$ cat config.mk
export PLATFORM = sky130hd
export DESIGN_NAME = vdbb_bbox
export DESIGN_NICKNAME = d
export VERILOG_FILES = /design/src/rtl/vertex_dedup_with_bounding_box_unit_macros.svh /design/src/rtl/vdbb_pkg.sv /design/src/rtl/vdbb_bbox.sv
export SDC_FILE = /design/constraint.sdc
export NUM_CORES = 1
export LEC_CHECK = 0
export BUFFER_PORTS_ARGS = -buffer_cell sky130_fd_sc_hd__buf_4
export CAP_MARGIN = 5
export CORE_MARGIN = 3
export CORE_UTILIZATION = 50
export DETAILED_ROUTE_END_ITERATION = 8
export GPL_TIMING_DRIVEN = 0
export PLACE_DENSITY = 0.76
export SYNTH_ARGS = -nofsm -noshare
export SYNTH_HDL_FRONTEND = slang
export SYNTH_SLANG_ARGS = --single-unit
$ cat constraint.sdc
create_clock -name clk -period 4.1 [get_ports clk]
set_clock_uncertainty 0.2 [all_clocks]
set_input_delay 0.615 -clock clk [delete_from_list [all_inputs] [get_ports clk]]
set_output_delay 0.615 -clock clk [all_outputs]
set_load 0.01 [all_outputs]
$ cat src/rtl/vertex_dedup_with_bounding_box_unit_macros.svh
// Assertion macros for the vertex dedup unit; empty when synthesizing.
`ifndef VERTEX_DEDUP_WITH_BOUNDING_BOX_UNIT_MACROS_SVH
`define VERTEX_DEDUP_WITH_BOUNDING_BOX_UNIT_MACROS_SVH

`ifndef SYNTHESIS

// The consequent must hold in the same cycle as the antecedent.
`define VDBB_ASSERT_IMPLY(label, clk, rst, ante, cons) \
  label: assert property (@(posedge clk) disable iff (rst) (ante) |-> (cons)) \
    else $error("vertex dedup unit: implication check failed");

// The condition must never be true outside reset.
`define VDBB_ASSERT_NEVER(label, clk, rst, cond) \
  label: assert property (@(posedge clk) disable iff (rst) !(cond)) \
    else $error("vertex dedup unit: forbidden condition seen");

`else

`define VDBB_ASSERT_IMPLY(label, clk, rst, ante, cons)
`define VDBB_ASSERT_NEVER(label, clk, rst, cond)

`endif

`endif

$ cat src/rtl/vdbb_pkg.sv
// Shared types and constants for the vertex dedup unit.
`timescale 1ns / 1ps

package vdbb_pkg;

  localparam int MAX_VERTICES_DEF = 1024;
  localparam int COORD_W          = 32;
  localparam int TOL_W            = 16;
  localparam int COUNT_OUT_W      = 11;

  typedef struct packed {
    logic signed [COORD_W-1:0] x;
    logic signed [COORD_W-1:0] y;
    logic signed [COORD_W-1:0] z;
  } vertex_t;

  typedef struct packed {
    logic signed [COORD_W-1:0] min_x;
    logic signed [COORD_W-1:0] max_x;
    logic signed [COORD_W-1:0] min_y;
    logic signed [COORD_W-1:0] max_y;
    logic signed [COORD_W-1:0] min_z;
    logic signed [COORD_W-1:0] max_z;
  } box_t;

  typedef struct packed {
    logic                      start_model;
    logic signed [COORD_W-1:0] vertex_x;
    logic signed [COORD_W-1:0] vertex_y;
    logic signed [COORD_W-1:0] vertex_z;
  } in_t;

  typedef struct packed {
    logic                      is_duplicate;
    logic                      table_full;
    logic [COUNT_OUT_W-1:0]    unique_count;
    logic signed [COORD_W-1:0] min_x;
    logic signed [COORD_W-1:0] max_x;
    logic signed [COORD_W-1:0] min_y;
    logic signed [COORD_W-1:0] max_y;
    logic signed [COORD_W-1:0] min_z;
    logic signed [COORD_W-1:0] max_z;
  } out_t;

endpackage

$ cat src/rtl/vdbb_bbox.sv
// Running bounding box over all vertices since the last start.
`timescale 1ns / 1ps

module vdbb_bbox
  import vdbb_pkg::*;
(
  input  logic    clk,
  input  logic    rst,
  input  logic    update,
  input  logic    clear,
  input  vertex_t vertex,
  output box_t    box
);

  localparam logic signed [COORD_W-1:0] MOST_POS = {1'b0, {(COORD_W-1){1'b1}}};
  localparam logic signed [COORD_W-1:0] MOST_NEG = {1'b1, {(COORD_W-1){1'b0}}};

  box_t base;
  box_t box_next;

  always_comb begin
    base = clear ? '{MOST_POS, MOST_NEG, MOST_POS, MOST_NEG, MOST_POS, MOST_NEG} : box;
    box_next.min_x = (vertex.x < base.min_x) ? vertex.x : base.min_x;
    box_next.max_x = (vertex.x > base.max_x) ? vertex.x : base.max_x;
    box_next.min_y = (vertex.y < base.min_y) ? vertex.y : base.min_y;
    box_next.max_y = (vertex.y > base.max_y) ? vertex.y : base.max_y;
    box_next.min_z = (vertex.z < base.min_z) ? vertex.z : base.min_z;
    box_next.max_z = (vertex.z > base.max_z) ? vertex.z : base.max_z;
  end

  always_ff @(posedge clk) begin
    if (rst) begin
      box <= '{MOST_POS, MOST_NEG, MOST_POS, MOST_NEG, MOST_POS, MOST_NEG};
    end else if (update) begin
      box <= box_next;
    end
  end

endmodule

==> qor.txt, run 1 <==
status: finished, final reports clean
Max Cap Violations: 0
CP endpoint: box[34]
Fillers: 1830
fmax: 256 MHz
Internal: 0.00348 W
peak supply drop: 0.200 mV
asr flop ratio synth: 0%
switching part of the total: 30.4%
FF+latch count, synth: 192
Max stage delay on crit path: 420 ps
count leader, synth: dfxtp_1
Buf/Inv on CP: 5
Critical R2R Launch: box[142]
mapped cell area: 11200 sq um
clock slew at reported path FFs: 80 ps
CTS root buf: clkbuf_16
HPWL after DPL: 26.2 mm
CTS Buf Count: 17
CP Class: input port to flop
vias in the first global route: 10300
Worst setup SP type: input port
worst min-delay path class: input port to flop
DIE AREA: 24300 sq um
core footprint: 22000 sq um
Clk pwr share: 34.3%
nets: 1757
CP endpoint kind: flop
final setup vio count: 0
min Tclk post-route: 3910 ps
crit path from: clear
reg2reg path depth: 11
Final Hold Fails: 0
htree depth: 4
Yosys warnings: 0
hold path depth: 2
max reg flops: 192
slew margin rel.: 53.7%
Syn Area/Cell: 9.68 sq um
post-synth top area cell: dfxtp_1
row cnt: 54
Die Ht: 156 microns
CTS Sinks: 192
pwr dens: 347 nW/um^2
top cell type's share of synthesized area: 34.3%
GR met3 Demand/Resource: 5.80%
R2R Setup Slk: 820 ps
pin count of the biggest net entering global routing: 18
# diodes: 0
number of setup buffers added after CTS: 0
layout cells sized above 1: 25.7%
vias: 10400
DRT Wirelength: 33.8 mm
die width: 156 microns
DR iter-0 viols: 588
critical-path maximum fanout: 10
setup TNS: 0 ps
register name with the most flops: box
Reg2Reg Capture Point: box[132]
Sequential Power Share: 42.5%
post-route ant nets: 0
M2 GR Usage: 44.5%
Max Root-Sink Buffers: 2
initial antenna violation count: 0
Top FF cell, synth: dfxtp_1
Syn Inst Count: 1159
net count after synthesis: 1448
hold_buf cts: 0
top cells by area, synth: dfxtp_1 (34%), ha_1 (21%), a22o_1 (7.3%)
measured slew at the worst slew-check pin: 694 ps
slowest CP cell: a2111o_1
Tcrit/Tclk final: 95.4%
Layout area overhead: 28.2%
Netlist cell types: 61
post-synthesis sequential area ratio: 34.3%
DRC Markers: 0
Worst-Skew Late Latency: 430 ps
first-pass GRT wire length: 54.0 mm
Worst EP arrival: 4030 ps
CTS tree: done
RSZ-0062 raised after global routing: no
NetSw: 0.00151 W
Lkg Pwr: 6.46 nW
crit-path cells: buf_4 -> clkbuf_2 -> buf_4 -> clkbuf_2 -> nor2_1 -> ha_1 -> and3_1 -> a221oi_2 -> nor2_1 -> a2111o_1 -> a21oi_1 -> xnor2_1 -> nand2_1 -> buf_2 -> o22a_1
grt ovf: 0
Top-Level Pins: 292
First-pass DRT Iterations: 5
list of most frequent post-synthesis cells: dfxtp_1 (192), ha_1 (189), nor2_1 (104), nand2b_1 (99), a22o_1 (93)
Worst path depth: 15
vias per cell: 5.93
total track usage: 27.4%
WP data required: 4220 ps
Hold WS: 215 ps
Top Registers: box: 192 flops
Gate power share: 23.1%
routed len/inst: 19.2 microns
Top Usage Layer GRT: met2
CP top delay family: buffers and inverters
GRT met1 Usage: 35.4%
max-slew violation count: 0
Port Buf Inserts: 291
Post-synth EDFFs: 0
Placer Congestion: 0.928
Initial Util: 51.1%
==> cell usage in the layout, fill, tap and decap left out, types with 5 or more instances in the layout <==
| cell type | Yosys | final |
|---|---|---|
| nor4_1 | 7 | 5 |
| a21oi_1 | 70 | 70 |
| clkbuf_1 | 37 | 23 |
| o21ai_0 | 20 | 20 |
| clkbuf_16 | 0 | 17 |
| o211ai_1 | 8 | 8 |
| nand3_1 | 7 | 7 |
| nand2_1 | 44 | 44 |
| ha_1 | 189 | 189 |
| buf_2 | 21 | 22 |
| o32a_1 | 62 | 62 |
| a21o_1 | 33 | 33 |
| nand4_1 | 30 | 30 |
| nor2b_1 | 11 | 11 |
| o22a_1 | 31 | 31 |
| a22o_1 | 93 | 93 |
| nor2_1 | 104 | 104 |
| dfxtp_1 | 192 | 192 |
| and4_1 | 6 | 6 |
| o21a_1 | 8 | 8 |
| nand2b_1 | 99 | 99 |
| inv_1 | 18 | 18 |
| clkbuf_2 | 0 | 13 |
| buf_6 | 6 | 6 |
| buf_4 | 0 | 292 |
==> cell families (layout without fill, tap and decap cells) <==
| group | count (synthesis) | in the layout | synth area share [%] |
|---|---|---|---|
| fa+ha+maj | 189 | 189 | 21.1 |
| flops | 192 | 192 | 34.3 |
| buf+inv | 84 | 405 | 3.45 |
| mux | 3 | 3 | 0.268 |
| simple gates | 320 | 320 | 14.6 |
| xor+xnor | 3 | 3 | 0.234 |
| compound gates | 368 | 368 | 26.1 |
==> what timing repair did <==
item,4_1_cts,5_1_grt
resized for setup,7,27
setup endpoints to repair,190,184
hold endpoints to repair,0,0
==> stage by stage <==
step | cell area [sq um] | cells | setup WS [ps] | total power [W] | utilization [%]
3_5_place_dp | 13800 | 1730 | -1040 | 0.00330 | 62.6
5_1_grt | 14400 | 1760 | 13.6 | 0.00521 | 65.5
2_1_floorplan | 11200 | 1159 | 291 | 0.00276 | -
3_3_place_gp | 13800 | 1730 | -1030 | 0.00327 | 62.6
4_1_cts | 14300 | 1761 | 2.76 | 0.00499 | 65.3
6_report | 14400 | 1760 | 189 | 0.00499 | 65.5
==> power groups by stage <==
stage | combinational, W | sequential [W] | clock, W
3_5_place_dp | 0.00114 | 0.00216 | 0
2_1_floorplan | 0.000565 | 0.00220 | 0
3_3_place_gp | 0.00111 | 0.00216 | 0
6_report | 0.00115 | 0.00212 | 0.00171
5_1_grt | 0.00127 | 0.00214 | 0.00179
4_1_cts | 0.00115 | 0.00212 | 0.00173
==> layout make-up <==
cell class                 count  area [sq um]  area share, %
buffer                        65           340           2.37
clock buffer                  19           433           3.01
clock inverter                12           150           1.04
inverter                      18          67.6          0.470
multi-input combinational    883          7010           48.7
sequential                   192          3840           26.7
tap                          280           350           2.44
timing repair buffer         291          2180           15.2
==> how the worst min path moves through the flow <==
stage	from	to	slack (ps)
after global routing	vertex[10]	box[42]	210
after floorplan	box[127]	box[127]	290
after CTS	vertex[23]	box[55]	200
after detailed placement	box[31]	box[31]	270
final	vertex[23]	box[55]	220
after global placement	box[31]	box[31]	270
==> metal layers <==
layer	wire length [microns]	vias up
met2	15600	387
li1	-	5048
met5	0	-
met1	14700	4938
met4	1150	0
met3	2420	68
(Power assumes the default switching activity.)
==> run 2, diff against run 1 <==
CORE_UTILIZATION = 54   (was 50)
PLACE_DENSITY = 0.81   (was 0.76)
==> run 2 against run 1 <==
  * Count of clock-buffer cells in the layout grew 1
  * Power rose by 0.59%
  * Sequential share of layout area is essentially flat
  * Routed wire length rose by 0.46%
  * Critical path type unchanged
==> qor.txt, run 2 (synthesized netlist as in run 1, its figures left out) <==
First-pass DRT Iterations: 5
commonest non-fill, non-tap cells in the layout: buf_4 (292), dfxtp_1 (192), ha_1 (189)
R2R Setup Slk: 690 ps
Overall Power: 0.00502 W
critical-path maximum fanout: 10
pwr dens: 349 nW/um^2
CP endpoint kind: flop
crit path from: clear
Initial Util: 55.3%
Worst path depth: 14
peak supply drop: 0.256 mV
DR iter-0 viols: 563
pin count of the biggest net entering global routing: 17
Final Hold Fails: 0
CTS tree: done
Top Registers: box: 192 flops
register name with the most flops: box
Worst-Skew Late Latency: 430 ps
grt ovf: 0
max-slew violation count: 0
total track usage: 29.2%
die width: 150 microns
CTS Buf Count: 17
dpl cells: 1720
vias per cell: 6.01
Port Buf Inserts: 291
final core utilization: 70.9%
DRT Wirelength: 34.0 mm
CP endpoint: box[131]
crit-path cells: buf_4 -> clkbuf_2 -> clkbuf_1 -> nand2b_1 -> ha_1 -> nand4_1 -> nor4_1 -> o21ai_0 -> o211ai_1 -> a211oi_2 -> mux2i_1 -> o22ai_2 -> clkbuf_1 -> a22o_1
layout cells sized above 1: 25.7%
Die Ht: 150 microns
final setup vio count: 0
first-pass GRT wire length: 52.8 mm
Tcrit/Tclk final: 97.2%
CP most frequent cell: clkbuf_1
measured slew at the worst slew-check pin: 645 ps
Top-Level Pins: 292
CTS Sinks: 192
Reg2Reg Capture Point: box[131]
row cnt: 52
clock slew at reported path FFs: 70 ps
routed len/inst: 19.4 microns
Buf/Inv on CP: 4
vias in the first global route: 10200
Worst EP arrival: 4160 ps
slowest CP cell: nor4_1
CTS root buf: clkbuf_16
initial antenna violation count: 0
Placer Congestion: 0.922
Layout area overhead: 28.2%
reg2reg path depth: 11
Critical R2R Launch: box[141]
HPWL after DPL: 26.4 mm
vias: 10500
Max Root-Sink Buffers: 2
WP data required: 4270 ps
worst min-delay path class: input port to flop
post-route ant nets: 0
# diodes: 0
Worst setup SP type: input port
non-filler cells in the finished layout: 1751
max reg flops: 192
DIE AREA: 22500 sq um
Max Cap Violations: 0
CP Class: input port to flop
CP top delay family: compound AO/OA/AOI/OAI gates
core footprint: 20300 sq um
Hold WS: 216 ps
htree depth: 4
hold_buf cts: 0
most common cell after layout, fill and taps aside: buf_4
RSZ-0062 raised after global routing: no
nets: 1758
Max stage delay on crit path: 530 ps
Lkg Pwr: 6.45 nW
status: finished, final reports clean
slew margin rel.: 57.0%
DRC Markers: 0
fmax: 251 MHz
min Tclk post-route: 3990 ps
[run 2: cell types whose count changed in the layout (fill, tap and decap cells not counted), moves of 2 or more]
cell,change
clkinvlp_4,+2
inv_8,-2
buf_1,+2
inv_6,-2
[run 2: layout make-up]
type	count	area, sq um
flip-flops and latches	192	3840
fillers	1658	5910
repair buffers	291	2180
multi-input cells	883	7010
clock inverters	11	155
plain buffers	66	343
well taps	270	338
clock buffers	20	447
inverters	18	67.6
[run 2: worst min-delay path by stage]
stage          startpoint       end  slack, ps  depth (start not counted)
2_1_floorplan    box[127]  box[127]        290                          2
3_3_place_gp      box[31]   box[31]        270                          2
3_5_place_dp      box[31]   box[31]        270                          2
4_1_cts        vertex[26]   box[58]        200                          2
5_1_grt        vertex[26]   box[58]        220                          2
6_report       vertex[26]   box[58]        220                          2
[run 2: power breakdown]
part	internal [W]	switching [W]
combinational	0.000557	0.000603
clock	0.000982	0.000754
sequential	0.00200	0.000121
[run 2: metal layers]
layer | track usage (%) | routed length [microns] | vias to the layer above
li1 | - | - | 5051
met1 | 36.6 | 14000 | 4987
met2 | 49.0 | 16100 | 395
met3 | 6.05 | 2730 | 86
met4 | 12.3 | 1200 | 0
met5 | 0 | 0 | -
[run 2: per-stage QoR]
step	TNS, ps	instance area, sq um	setup slack [ps]
final	0	14400	114
after global routing	0	14400	18.4
after global placement	-153970	13700	-1010
after CTS	0	14400	5.29
after floorplan	0	11200	291
after detailed placement	-166090	13700	-1110
[run 2: repair_timing]
action / 4_1_cts / 5_1_grt
hold endpoints to repair: 0 / 0
gates resized for setup: 6 / 30
setup endpoints to repair: 188 / 174
buffers inserted: 0 / 0
==> run 3, diff against run 2 <==
PLACE_DENSITY = unset   (was 0.81)
PLACE_DENSITY_LB_ADDON = 0.15   (was unset)
REMOVE_ABC_BUFFERS = 1   (was unset)
==> run 3 against run 2 <==
  * Sequential cell count unchanged
  * Critical path depth down 2
  * Cell count down 3.4%
  * Register-to-register slack worse by 30 ps
  * Fmax up 5.2%
  * Core utilization down 0.59 points
  * Routed wire length down 7.3%
  * Clock power up 3%
  * Global-route usage down 2.1 points
==> qor.txt, run 3 (synthesized netlist as in run 1, its figures left out) <==
Initial Util: 55.3%
pwr dens: 355 nW/um^2
hold_buf cts: 0
switching part of the total: 28.9%
Final Hold Fails: 0
clock slew at reported path FFs: 70 ps
first-pass GRT wire length: 49.8 mm
Worst-Skew Late Latency: 430 ps
most common cell after layout, fill and taps aside: buf_4
DIE AREA: 22500 sq um
RSZ-0062 raised after global routing: no
Max Root-Sink Buffers: 2
vias per cell: 6.05
First-pass DRT Iterations: 5
register name with the most flops: box
hold path depth: 2
Max Cap Violations: 0
DR iter-0 viols: 502
non-filler cells in the finished layout: 1692
dpl cells: 1659
Hold WS: 221 ps
R2R Setup Slk: 660 ps
CP most frequent cell: a21oi_1
die width: 150 microns
commonest non-fill, non-tap cells in the layout: buf_4 (292), dfxtp_1 (192), ha_1 (189)
core footprint: 20300 sq um
slew margin rel.: 11.5%
CTS root buf: clkbuf_16
Port Buf Inserts: 291
Clk pwr share: 35.6%
crit-path cells: buf_8 -> buf_16 -> nor2_1 -> ha_1 -> a21oi_2 -> o21ai_1 -> a2111oi_2 -> a21oi_1 -> a311oi_2 -> a21oi_1 -> nor2_4 -> o32a_1
Buf/Inv on CP: 2
final core utilization: 70.3%
DRT Wirelength: 31.5 mm
slowest CP cell: nor2_4
Hold EP: box[58]
hold wc startpoint: vertex[26]
Reg2Reg Capture Point: box[63]
final setup vio count: 0
Tcrit/Tclk final: 92.4%
peak supply drop: 0.284 mV
Finished Cell Area: 14300 sq um
worst min-delay path class: input port to flop
# diodes: 0
M2 GR Usage: 46.3%
DP Area: 13600 sq um
CTS Sinks: 192
vias: 10200
Max stage delay on crit path: 710 ps
measured slew at the worst slew-check pin: 1330 ps
Worst setup SP type: input port
Critical R2R Launch: box[42]
initial antenna violation count: 0
grt ovf: 0
GRT met1 Usage: 34.2%
Sequential Power Share: 41.8%
Layout area overhead: 27.2%
CP endpoint kind: flop
Gate power share: 22.6%
critical-path maximum fanout: 145
Top Usage Layer GRT: met2
Worst EP arrival: 3960 ps
NetSw: 0.00146 W
Internal: 0.00360 W
layout cells sized above 1: 24.5%
CTS Buf Count: 17
CTS tree: done
routed len/inst: 18.6 microns
min Tclk post-route: 3790 ps
total track usage: 27.1%
reg2reg path depth: 9
Die Ht: 150 microns
GR met3 Demand/Resource: 5.39%
status: finished, final reports clean
CP Class: input port to flop
WP data required: 4270 ps
Top Registers: box: 192 flops
max reg flops: 192
max-slew violation count: 0
Top-Level Pins: 292
DRC Markers: 0
HPWL after DPL: 22.6 mm
pin count of the biggest net entering global routing: 146
fmax: 264 MHz
Lkg Pwr: 6.33 nW
post-route ant nets: 0
htree depth: 4
nets: 1699
row cnt: 52
Overall Power: 0.00506 W
Placer Congestion: 0.861
vias in the first global route: 9990
CP top delay family: compound AO/OA/AOI/OAI gates
-- run 3: cell count changes in the layout (fill, tap and decap cells not counted), moves of 2 or more --
cell      previous run  this run
buf_2               22         0
o22ai_4              0         2
buf_16               0         4
clkbuf_2            12         0
clkbuf_1            23         2
nand2_1             44        42
buf_6                6         0
buf_8                0         2
buf_1                3         0
o22ai_1              3         1
-- run 3: area by class of cell --
class                   instances  area (sq um)
inverters                      18          67.6
multi-input cells             883          7060
fillers                      1688          6030
repair buffers                298          2330
flip-flops and latches        192          3840
clock inverters                11           178
well taps                     270           338
clock buffers                  20           447
-- run 3: power groups by stage --
stage               registers (W)  logic (W)  clock network [W]
floorplan                 0.00220   0.000511                  0
global placement          0.00215    0.00108                  0
detailed placement        0.00215    0.00113                  0
CTS                       0.00211    0.00114            0.00182
global route              0.00213    0.00126            0.00189
finish                    0.00211    0.00114            0.00180
-- run 3: through the flow --
| step | TNS [ps] | worst slack, ps |
|---|---|---|
| 2_1_floorplan | 0 | 387 |
| 3_3_place_gp | -303800 | -2420 |
| 3_5_place_dp | -57480 | -557 |
| 4_1_cts | 0 | 205 |
| 5_1_grt | 0 | 31.8 |
| 6_report | 0 | 313 |
-- run 3: worst max-delay path by stage --
stage,startpoint,end,slack (ps),cells past startpoint
floorplan,clear,box[31],390,10
global placement,clear,box[31],-2420,9
detailed placement,clear,box[186],-560,12
CTS,clear,box[186],210,12
global route,clear,box[127],30,12
finish,clear,box[104],310,12
-- run 3: layer usage --
| layer | part of all wire (%) | up-vias |
|---|---|---|
| met4 | 2.6 | 0 |
| met2 | 47 | 333 |
| li1 | - | 4938 |
| met3 | 7.0 | 43 |
| met1 | 43 | 4926 |
| met5 | 0 | - |
-- run 3: timing repair --
action / CTS / global route
pin swaps: 1 / 1
endpoints found under the setup margin: 81 / 91
gates resized for setup: 2 / 6
buffers inserted: 2 / 0
